**config.mk**
```make
export PLATFORM = sky130hd
export DESIGN_NAME = vib_front
export DESIGN_NICKNAME = d
export VERILOG_FILES = /design/src/hdl/vib_pkg.sv /design/src/hdl/vib_front.sv
export SDC_FILE = /design/constraint.sdc
export NUM_CORES = 1
export LEC_CHECK = 0
export BUFFER_PORTS_ARGS = -buffer_cell sky130_fd_sc_hd__buf_2
export CORE_ASPECT_RATIO = 0.8
export CORE_MARGIN = 3
export CORE_UTILIZATION = 63
export DETAILED_ROUTE_END_ITERATION = 10
export MAX_ROUTING_LAYER = met4
export PLACE_DENSITY = 0.84
export SKIP_CTS_REPAIR_TIMING = 1
export SLEW_MARGIN = 20
export SYNTH_ARGS = -nofsm -noshare
export SYNTH_HDL_FRONTEND = slang
export SYNTH_SLANG_ARGS = --single-unit
```
**constraint.sdc**
```tcl
create_clock -name clock -period 7.8 [get_ports clock]
set_clock_uncertainty 0.2 [all_clocks]
set_input_delay 0.39 -clock clock [delete_from_list [all_inputs] [get_ports clock]]
set_output_delay 0.39 -clock clock [all_outputs]
set_load 0.02 [all_outputs]
```
**src/hdl/vib_pkg.sv**
```systemverilog
`timescale 1ns / 1ps

package vib_pkg;

   localparam int CHANNEL_BITS       = 16;
   localparam int FALLOFF_INDEX_BITS = 10;

   localparam int CH_W      = CHANNEL_BITS;
   localparam int FI_W      = FALLOFF_INDEX_BITS;
   localparam int ROM_DEPTH = 1 << FI_W;
   localparam int OFF_W     = 8;
   localparam int OFF_MAG_W = 7;
   localparam int OFF_LIMIT = 100;

   // q16 fixed-point scale of falloff and strength
   localparam int Q_FRAC  = 16;
   localparam int FALL_W  = Q_FRAC + 1;
   localparam int LUM_W   = CH_W + Q_FRAC;
   localparam int SUM_W   = CH_W + 2;

   localparam logic [Q_FRAC-1:0] LUMA_WT_R = 16'd19595;
   localparam logic [Q_FRAC-1:0] LUMA_WT_G = 16'd38470;
   localparam logic [Q_FRAC-1:0] LUMA_WT_B = 16'd7471;

   localparam logic [CH_W-1:0] CH_MAX = {CH_W{1'b1}};

   typedef logic [2:0][CH_W-1:0] pixel_type;

   typedef struct packed {
      logic                  valid;
      logic                  neg;
      logic [OFF_MAG_W-1:0]  off_mag;
      logic [FI_W-1:0]       k;
      pixel_type             chan;
      logic [LUM_W-1:0]      lum;
      logic [SUM_W-1:0]      sum;
   } front_type;

   typedef struct packed {
      logic                  valid;
      logic                  neg;
      logic [FALL_W-1:0]     t_mag;
      pixel_type             chan;
      logic [LUM_W-1:0]      lum;
      logic [SUM_W-1:0]      sum;
   } strength_type;

   typedef logic [FALL_W-1:0] falloff_rom_type [ROM_DEPTH];

   // rounded (a * b) >> 62
   function automatic logic [63:0] mul_q62(input logic [63:0] a, input logic [63:0] b);
      logic [127:0] p;
      p = {64'd0, a} * {64'd0, b};
      p = p + (128'd1 << 61);
      return p[62 +: 64];
   endfunction

   // exp(-3k/depth) in q16, built from a q62 taylor step and repeated products
   function automatic falloff_rom_type build_falloff_rom();
      falloff_rom_type rom;
      logic [63:0]     y;
      logic [63:0]     term;
      logic [63:0]     step;
      logic [63:0]     acc;
      logic [63:0]     rnd;
      y    = 64'd3 << (62 - FI_W);
      term = 64'd1 << 62;
      step = 64'd1 << 62;
      for (int n = 1; n <= 24; n++) begin
         term = mul_q62(term, y) / 64'(n);
         if (n % 2 == 1) begin
            step = step - term;
         end else begin
            step = step + term;
         end
      end
      acc = 64'd1 << 62;
      for (int k = 0; k < ROM_DEPTH; k++) begin
         rnd    = acc + (64'd1 << 45);
         rom[k] = rnd[46 +: FALL_W];
         acc    = mul_q62(acc, step);
      end
      return rom;
   endfunction

   localparam falloff_rom_type FALLOFF_ROM = build_falloff_rom();

endpackage

```
**src/hdl/vib_front.sv**
```systemverilog
`timescale 1ns / 1ps

module vib_front
   import vib_pkg::*;
(
   input  logic                    clock,
   input  logic                    reset,
   input  logic                    valid_i,
   input  pixel_type               chan_i,
   input  logic signed [OFF_W-1:0] offset_i,
   output front_type               front_o
);

   front_type                front_ff;
   front_type                front_in;
   logic [CH_W-1:0]          mx;
   logic [CH_W-1:0]          mn;
   logic [CH_W-1:0]          chroma;
   logic [CH_W+FI_W-1:0]     chroma_sh;
   logic signed [OFF_W-1:0]  off_abs;

   always_comb begin
      mx = chan_i[0];
      mn = chan_i[0];
      for (int i = 1; i < 3; i++) begin
         if (chan_i[i] > mx) mx = chan_i[i];
         if (chan_i[i] < mn) mn = chan_i[i];
      end
      chroma    = mx - mn;
      // top index bits of chroma, zero filled when chroma is narrower
      chroma_sh = {chroma, {FI_W{1'b0}}};

      off_abs = offset_i[OFF_W-1] ? -offset_i : offset_i;

      front_in.valid = valid_i;
      front_in.neg   = offset_i[OFF_W-1];
      if (offset_i > OFF_W'(OFF_LIMIT) || offset_i < -OFF_W'(OFF_LIMIT)) begin
         front_in.off_mag = OFF_MAG_W'(OFF_LIMIT);
      end else begin
         front_in.off_mag = off_abs[OFF_MAG_W-1:0];
      end
      front_in.k    = chroma_sh[CH_W +: FI_W];
      front_in.chan = chan_i;
      front_in.lum  = LUM_W'(chan_i[0]) * LUM_W'(LUMA_WT_R)
                    + LUM_W'(chan_i[1]) * LUM_W'(LUMA_WT_G)
                    + LUM_W'(chan_i[2]) * LUM_W'(LUMA_WT_B);
      front_in.sum  = SUM_W'(chan_i[0]) + SUM_W'(chan_i[1]) + SUM_W'(chan_i[2]);
   end

   always_ff @(posedge clock) begin
      if (reset) begin
         front_ff <= '0;
      end else begin
         front_ff <= front_in;
      end
   end

   assign front_o = front_ff;

endmodule

```
==> impl_metrics.py, run 1 <==
metrics = {
    "routing": {
        "drc": 0,
        "drtAntennaViolNets": 0,
        "drt_first_pass_iters": 5,
        "wl_mm": 54.4,
        "drt_iter0_drc": 1118,
        "vias": 15400,
        "drt-wirelength-per-cell_um": 20.1,
        "via_per_inst": 5.68,
    },
    "timing": {
        "worstMarginPinSlew_ns": 0.972,
        "drv_slew": 0,
        "grt_setup_unrepaired": "false",
        "layout_min_cycle_time_ns": 7.53,
        "fin_crit_sh_pct": 96.6,
        "setup_slack_ns": 0.266,
        "fmax_mhz": 133,
        "hold_violations": 0,
        "slew_headroom_pct": 34.6,
        "finalSetupViolations": 0,
    },
    "synthesis": {
        "synth_area_leaders": "fa_1 30%, ha_1 27%, dfxtp_1 12%",
        "synthArstFlopShare_pct": 0,
        "synth_seq_cells": 117,
        "synth_top_cell_area_share_pct": 29.5,
        "yosysSeqAreaShare_pct": 12.2,
        "netlist.top_cell.by_area": "fa_1",
        "yosys_warnings": 0,
        "synth_most_common_cell": "inv_1",
        "netlist_area_um2": 19200,
        "syn_nets": 2796,
        "synth_cell_types": 59,
        "yosys-top-cells-count": "497 x inv_1, 414 x ha_1, 284 x fa_1, 153 x nor2_1, 117 x dfxtp_1",
        "synth-main-ff-cell": "dfxtp_1",
        "synth.avg_cell_area_um2": 9.44,
        "synth_cells": 2039,
        "synth-edff-count": 0,
    },
    "cells_and_area": {
        "syn2layout_area_growth_pct": 13.0,
        "largest_register_ffs": 117,
        "n_fill_cell": 2189,
        "nets": 3044,
        "register_area_um2": 2340,
        "layout-drive-gt1-share_pct": 12.7,
        "postLayoutCoreUtil_pct": 73.2,
        "multiInputGateArea_um2": 14900,
    },
    "critical_path": {
        "arrival_ns": 7.64,
        "crit_fanout": 4,
        "cp.required_ns": 7.91,
        "crit_path_start_kind": "primary input",
        "crit_top_cell": "inv_1",
        "critPathMaxStageDelay_ns": 0.60,
        "crit_type": "in -> reg",
        "end_kind": "register",
        "worst_path_max_delay_cell": "or4_1",
    },
    "floorplanning": {
        "num_io_pins": 176,
        "dieHeight_um": 162,
        "core_um2": 29700,
        "dieArea_um2": 32700,
        "initial_utilization_pct": 64.8,
        "rows": 56,
        "die_w_um": 201,
    },
    "min_path": {
        "min_to": "front_o[112]",
        "min_path_type": "in -> reg",
        "hp-start": "offset_i[4]",
        "holdPathStages": 3,
    },
    "clock_network": {
        "cts.sinks": 117,
        "cts_inserted_buffers": 17,
        "clkSlewWorstSetupHoldPaths_ns": 0.06,
        "cts_root_buf": "clkbuf_16",
        "cts_tree": "built",
        "clk_path_buf_depth": 2,
        "h-tree-depth": 4,
    },
    "global_route": {
        "grt_pass1_vias": 16300,
        "antenna_found_initial": 0,
        "grt_pass1_wl_mm": 86.4,
        "track_usage_pct": 35.5,
        "grt_max_degree": 72,
        "grt_overflow": 0,
    },
    "run": {
        "cap_violations": 0,
    },
    "placed_design": {
        "io_buffers": 175,
        "dp_slack_ns": -0.0603,
        "hpwl_mm": 45.0,
        "gp_congestion": 0.987,
    },
    "run_status": {
        "outcome": "completed",
    },
}
[cells in the final DEF, fill, tap and decap left out, types with 3 or more instances in the layout]
master / Yosys / final
a21oi_1: 103 / 103
mux2i_1: 15 / 15
o31a_1: 3 / 3
nor2b_1: 31 / 31
dfxtp_1: 117 / 117
o211ai_1: 9 / 9
ha_1: 414 / 414
nand2_1: 53 / 53
bufinv_16: 0 / 3
o21bai_1: 11 / 11
inv_1: 497 / 497
buf_2: 1 / 174
o21a_1: 13 / 13
clkbuf_16: 0 / 17
nand2b_1: 17 / 17
xor2_1: 34 / 34
nand4_1: 13 / 13
and2_1: 5 / 5
clkinv_4: 0 / 3
and3_1: 6 / 6
or3_1: 8 / 8
nand3_1: 17 / 17
nor3_1: 17 / 17
o31ai_1: 4 / 4
nor2_1: 153 / 153
o21ai_0: 65 / 64
or2_2: 3 / 3
nor4_1: 3 / 3
buf_4: 0 / 78
xnor2_1: 35 / 35
a211oi_1: 5 / 5
a21o_1: 32 / 32
o22ai_1: 3 / 3
nor3b_1: 3 / 3
or4_1: 3 / 3
a31oi_1: 5 / 5
a21boi_0: 6 / 6
fa_1: 284 / 284
inv_6: 0 / 4
[worst max path at each step]
stage | startpoint | endpoint | slack, ns | depth (start not counted)
CTS | chan_i[37] | front_o[48] | 0.39 | 27
floorplan | chan_i[40] | front_o[49] | 0.68 | 27
finish | chan_i[39] | front_o[48] | 0.27 | 27
global route | chan_i[39] | front_o[48] | 0.04 | 27
detailed placement | chan_i[37] | front_o[48] | -0.06 | 27
global placement | chan_i[39] | front_o[49] | 0.19 | 30
[through the flow]
step	area (µm²)	cells	hold slack (ns)	setup TNS (ns)
global placement	21100	2673	0.404	0
finish	21700	2707	0.0716	0
floorplan	19200	2039	0.318	0
detailed placement	21100	2673	0.414	-0.118
global route	21700	2706	0.0759	0
CTS	21700	2705	-0.0256	0
[cells by family (layout without fill, tap and decap cells)]
logic type / count (synthesis) / in the layout / synth area share [%]
other: 0 / 1 / 0
muxes: 15 / 15 / 0.780
adders and majority gates: 698 / 698 / 56.4
buffers and inverters: 521 / 782 / 10.2
AOI/OAI and AO/OA: 282 / 282 / 9.16
and+or+nand+nor: 337 / 337 / 8.14
xor gates and xnor gates: 69 / 69 / 3.14
DFF: 117 / 117 / 12.2
[cell type report]
type | instances | share of cell area [%]
antenna | 1 | 0.0115
clock buffer | 19 | 2.04
clock inverter | 13 | 0.788
inverter | 497 | 8.58
multi-input combinational | 1401 | 68.7
sequential | 117 | 10.8
tap | 406 | 2.34
timing repair buffer | 253 | 6.74
[critical path: cells and delay by family]
family / cells / cell delay, ns
fa+ha+maj: 9 / 4.09
xor+xnor: 1 / 0.17
buf+inv: 9 / 0.66
simple gates: 2 / 0.65
compound gates: 6 / 1.69
[routing by layer]
| layer | track usage [%] | routed length [µm] | vias to the layer above |
|---|---|---|---|
| li1 | - | - | 7004 |
| met1 | 45.7 | 22600 | 7546 |
| met2 | 53.8 | 24100 | 709 |
| met3 | 10.6 | 5740 | 112 |
| met4 | 13.1 | 1960 | 0 |
| met5 | - | 0 | - |
Power of run 1 is left out: the tool's default activity adds up to more than one toggle a clock period on the data nets, which glitch-free logic cannot reach.
==> inputs of run 2 (changes only) <==
--- a/config.mk
+++ b/config.mk
@@ -11,7 +11,8 @@
 export CORE_UTILIZATION = 63
 export DETAILED_ROUTE_END_ITERATION = 10
 export MAX_ROUTING_LAYER = met4
-export PLACE_DENSITY = 0.84
+export PLACE_DENSITY_LB_ADDON = 0.08
+export REMOVE_ABC_BUFFERS = 1
 export SKIP_CTS_REPAIR_TIMING = 1
 export SLEW_MARGIN = 20
 export SYNTH_ARGS = -nofsm -noshare
==> run 2 against run 1 <==
  * Hold slack got worse by 0.036 ns
  * Maximum frequency up 0.52%
  * Critical path type unchanged
  * Cell area about the same
  * Non-clock buffer count is 3 higher
  * Largest cell class unchanged
  * Utilization is 0.072 points higher
  * First-iteration DRC count is 16% lower
  * Via count is 3.1% lower
  * Critical path depth decreased by 2
  * Global-route usage is 2.3 points lower
  * Clock-buffer cell count is 1 lower
==> impl_metrics.py, run 2 (synthesis gave the netlist of run 1 again) <==
metrics = {
    "run_status": {
        "outcome": "completed",
    },
    "critical_path": {
        "cp.required_ns": 7.91,
        "crit_top_cell": "fa_1",
        "setup.worst_path.start": "chan_i[33]",
        "critPathMaxStageDelay_ns": 0.59,
        "worst_path_max_delay_cell": "fa_1",
        "path_buf_inv": 6,
        "crit_path_start_kind": "primary input",
        "arrival_ns": 7.61,
        "crit_type": "in -> reg",
        "cp_top_family": "adder cells",
        "crit_fanout": 6,
        "end_kind": "register",
    },
    "floorplanning": {
        "core_um2": 29700,
        "dieArea_um2": 32700,
        "num_io_pins": 176,
        "die_w_um": 201,
        "dieHeight_um": 162,
        "rows": 56,
        "initial_utilization_pct": 64.8,
    },
    "clock_network": {
        "clkSlewWorstSetupHoldPaths_ns": 0.07,
        "cts_inserted_buffers": 17,
        "cts_root_buf": "clkbuf_16",
        "cts_tree": "built",
        "cts.sinks": 117,
        "h-tree-depth": 4,
        "clk_path_buf_depth": 2,
    },
    "placed_design": {
        "hpwl_mm": 43.6,
        "gp_congestion": 1.02,
        "io_buffers": 175,
    },
    "timing": {
        "hold_violations": 0,
        "fin_crit_sh_pct": 96.1,
        "fmax_mhz": 133,
        "finalSetupViolations": 0,
        "layout_min_cycle_time_ns": 7.50,
        "slew_headroom_pct": 48.6,
        "setup-tns-final_ns": 0,
        "drv_slew": 0,
        "grt_setup_unrepaired": "false",
        "worstMarginPinSlew_ns": 0.771,
    },
    "cells_and_area": {
        "layout_common_cells": "497 x inv_1, 414 x ha_1, 284 x fa_1, 174 x buf_2, 153 x nor2_1",
        "layout-drive-gt1-share_pct": 12.9,
        "largest_register_ffs": 117,
        "nets": 3047,
        "layout.cells.most_common": "inv_1",
        "syn2layout_area_growth_pct": 13.1,
        "n_fill_cell": 2333,
        "antennaDiodeCount": 0,
    },
    "run": {
        "cap_violations": 0,
    },
    "global_route": {
        "antenna_found_initial": 0,
        "grt_pass1_wl_mm": 80.8,
        "track_usage_pct": 33.3,
        "grt_pass1_vias": 14900,
        "grt_overflow": 0,
        "grt_max_degree": 65,
    },
    "routing": {
        "via_per_inst": 5.50,
        "drc": 0,
        "wl_mm": 51.5,
        "drt-wirelength-per-cell_um": 19.0,
        "drtAntennaViolNets": 0,
        "vias": 14900,
        "drt_iter0_drc": 944,
        "drt_first_pass_iters": 5,
    },
    "min_path": {
        "hp-start": "offset_i[0]",
        "min_path_type": "in -> reg",
    },
}
[run 2: worst min-delay path: stages]
cell	delay (ns)
buf_2	0.11
inv_1	0.08
nor2_1	0.05
[run 2: metal layers]
layer / up-vias / GRT usage (%) / wire (µm)
met2: 526 / 51.1 / 23200
met5: - / - / 0
met3: 70 / 7.07 / 4130
li1: 7026 / - / -
met1: 7271 / 45.4 / 22900
met4: 0 / 8.72 / 1260
[run 2: through the flow]
step | instance area [µm²] | hold slack [ns] | instances | worst slack [ns] | utilization [%]
5_1_grt | 21800 | 0.0314 | 2709 | 0.0121 | 73.3
6_report | 21800 | 0.0357 | 2709 | 0.305 | 73.3
3_3_place_gp | 21100 | 0.403 | 2676 | 0.0302 | 71.2
3_5_place_dp | 21100 | 0.405 | 2676 | -0.0535 | 71.2
4_1_cts | 21800 | -0.0517 | 2708 | 0.363 | 73.2
2_1_floorplan | 19200 | 0.257 | 2015 | 0.358 | -
[run 2: final timing paths]
kind           end  cells past startpoint
max    front_o[49]                     25
min   front_o[108]                      3
[run 2: area by class of cell]
class                   count  area [µm²]  area share, %
multi-input cells        1401       14900           68.7
flip-flops and latches    117        2340           10.8
inverters                 497        1870           8.57
repair buffers            256        1490           6.84
well taps                 406         508           2.33
clock buffers              18         439           2.02
clock inverters            14         176          0.810
Power of run 2 is left out for the same reason.
==> inputs of run 3 (changes only) <==
--- a/config.mk
+++ b/config.mk
@@ -5,6 +5,7 @@
 export SDC_FILE = /design/constraint.sdc
 export NUM_CORES = 1
 export LEC_CHECK = 0
+export ABC_AREA = 1
 export BUFFER_PORTS_ARGS = -buffer_cell sky130_fd_sc_hd__buf_2
 export CORE_ASPECT_RATIO = 0.8
 export CORE_MARGIN = 3
==> run 3 against run 2 <==
  * Wire length rose by 2.1%
  * Via count increased by 3.1%
  * Hold slack got worse by 0.011 ns
  * Sequential share of layout area rose by 0.099 points
  * Synthesized cell count increased by 8.0%
  * Cell area is 0.91% lower
  * Utilization is 1.0 points lower
  * Global-route usage rose by 0.84 points
  * Sequential cell count is the same
  * Worst setup slack better by 0.48 ns
  * Critical endpoint unchanged
  * Largest cell class unchanged
==> impl_metrics.py, run 3 <==
metrics = {
    "min_path": {
        "holdPathStages": 3,
        "hp-start": "offset_i[0]",
        "min_to": "front_o[108]",
        "min_path_type": "in -> reg",
    },
    "clock_network": {
        "clk_path_buf_depth": 2,
        "cts.sinks": 117,
        "cts_inserted_buffers": 17,
        "cts_tree": "built",
        "clkSlewWorstSetupHoldPaths_ns": 0.06,
        "h-tree-depth": 4,
        "cts_root_buf": "clkbuf_16",
    },
    "timing": {
        "holdWs_ns": 0.0245,
        "grt_setup_unrepaired": "false",
        "hold_violations": 0,
        "setup_slack_ns": 0.787,
        "layout_min_cycle_time_ns": 7.01,
        "fmax_mhz": 143,
        "worstMarginPinSlew_ns": 0.975,
        "fin_crit_sh_pct": 89.9,
        "drv_slew": 0,
        "setup-tns-final_ns": 0,
        "finalSetupViolations": 0,
        "slew_headroom_pct": 35.0,
    },
    "critical_path": {
        "arrival_ns": 7.14,
        "crit_type": "in -> reg",
        "crit_fanout": 5,
        "end_kind": "register",
        "cp.required_ns": 7.93,
        "worst_path_max_delay_cell": "fa_1",
        "crit_path_start_kind": "primary input",
        "critPathMaxStageDelay_ns": 0.50,
    },
    "routing": {
        "drc": 0,
        "via_per_inst": 5.43,
        "drt_iter0_drc": 1169,
        "drt_first_pass_iters": 6,
        "vias": 15400,
        "drtAntennaViolNets": 0,
        "wl_mm": 52.6,
        "drt-wirelength-per-cell_um": 18.6,
    },
    "floorplanning": {
        "dieArea_um2": 33000,
        "dieHeight_um": 163,
        "core_um2": 29800,
        "rows": 56,
        "initial_utilization_pct": 65.1,
        "die_w_um": 202,
        "num_io_pins": 176,
    },
    "synthesis": {
        "yosys-top-cells-count": "570 x inv_1, 414 x ha_1, 284 x fa_1, 219 x nand2_1, 144 x a21oi_1",
        "synth_top_cell_area_share_pct": 29.3,
        "yosys_warnings": 0,
        "netlist_area_um2": 19400,
        "synth-edff-count": 0,
        "synth_cell_types": 45,
        "synth_most_common_cell": "inv_1",
        "synth_cells": 2202,
        "synth-main-ff-cell": "dfxtp_1",
        "synth_seq_cells": 117,
        "synth.avg_cell_area_um2": 8.82,
        "yosysSeqAreaShare_pct": 12.1,
        "netlist.top_cell.by_area": "fa_1",
        "synth_area_leaders": "fa_1 29%, ha_1 27%, dfxtp_1 12%",
        "synthArstFlopShare_pct": 0,
    },
    "global_route": {
        "antenna_found_initial": 2,
        "grt_pass1_vias": 15800,
        "grt_max_degree": 78,
        "grt_overflow": 0,
        "track_usage_pct": 34.1,
        "grt_pass1_wl_mm": 84.9,
    },
    "placed_design": {
        "io_buffers": 175,
        "dp_slack_ns": 0.378,
        "gp_congestion": 0.965,
        "hpwl_mm": 44.1,
        "postPlaceCellArea_um2": 21000,
    },
    "cells_and_area": {
        "syn2layout_area_growth_pct": 11.1,
        "largest_register_ffs": 117,
        "layout_common_cells": "569 x inv_1, 414 x ha_1, 284 x fa_1, 219 x nand2_1, 174 x buf_2",
        "final_cell_area_um2": 21600,
        "layout-drive-gt1-share_pct": 11.7,
        "nets": 3165,
        "layout.cells.most_common": "inv_1",
    },
    "run_status": {
        "outcome": "completed",
    },
    "run": {
        "cap_violations": 0,
    },
}
run 3: cell count changes in the layout (fill, tap and decap cells not counted), moves of 17 or more:
cell / before / now
a21o_1: 32 / 3
a21oi_1: 103 / 144
buf_4: 81 / 36
inv_1: 497 / 569
nand2_1: 53 / 219
nand2b_1: 17 / 0
nand3_1: 17 / 36
nor2_1: 153 / 123
nor2b_1: 31 / 0
o21ai_0: 64 / 120
xnor2_1: 35 / 16
run 3: metrics by stage:
stage / instances / util, %
3_3_place_gp: 2794 / 70.3
5_1_grt: 2826 / 72.3
2_1_floorplan: 2178 / -
6_report: 2826 / 72.3
3_5_place_dp: 2794 / 70.3
4_1_cts: 2824 / 72.2
run 3: cell families after synthesis:
family	share of synthesized area, %
AO/OA/AOI/OAI	10.0
adder cells (fa/ha/maj)	55.9
buffers and inverters	11.6
XOR/XNOR	1.53
AND/OR/NAND/NOR	8.84
flip-flops	12.1
run 3: layout make-up:
type                       instances  area [µm²]
multi-input combinational       1488       14800
fill                            2334        8280
sequential                       117        2340
inverter                         573        2150
timing repair buffer             211        1150
tap                              406         508
clock buffer                      20         457
clock inverter                    10         131
antenna                            1        2.50
run 3: worst max path at each step:
| stage | cells past startpoint | end | startpoint | slack [ns] |
|---|---|---|---|---|
| floorplan | 31 | front_o[49] | chan_i[28] | 0.99 |
| global placement | 32 | front_o[47] | chan_i[39] | 0.48 |
| detailed placement | 32 | front_o[49] | chan_i[30] | 0.38 |
| CTS | 32 | front_o[49] | chan_i[30] | 0.81 |
| global route | 31 | front_o[49] | chan_i[30] | 0.27 |
| finish | 32 | front_o[49] | chan_i[30] | 0.79 |
run 3: worst max-delay path, delay by kind of cell:
kind	cells	cell delay, ns
fa+ha+maj	9	3.68
compound gates	11	2.17
buf+inv	6	0.40
xor+xnor	1	0.16
simple gates	5	0.34
run 3: per-layer routing:
metal	vias to the layer above	global-route usage [%]	part of all wire, %
met5	-	-	0
met1	7419	47.6	46
li1	7325	-	-
met2	529	52.6	45
met4	0	9.66	2.5
met3	83	4.84	6.3
Power of run 3 is left out for the same reason.
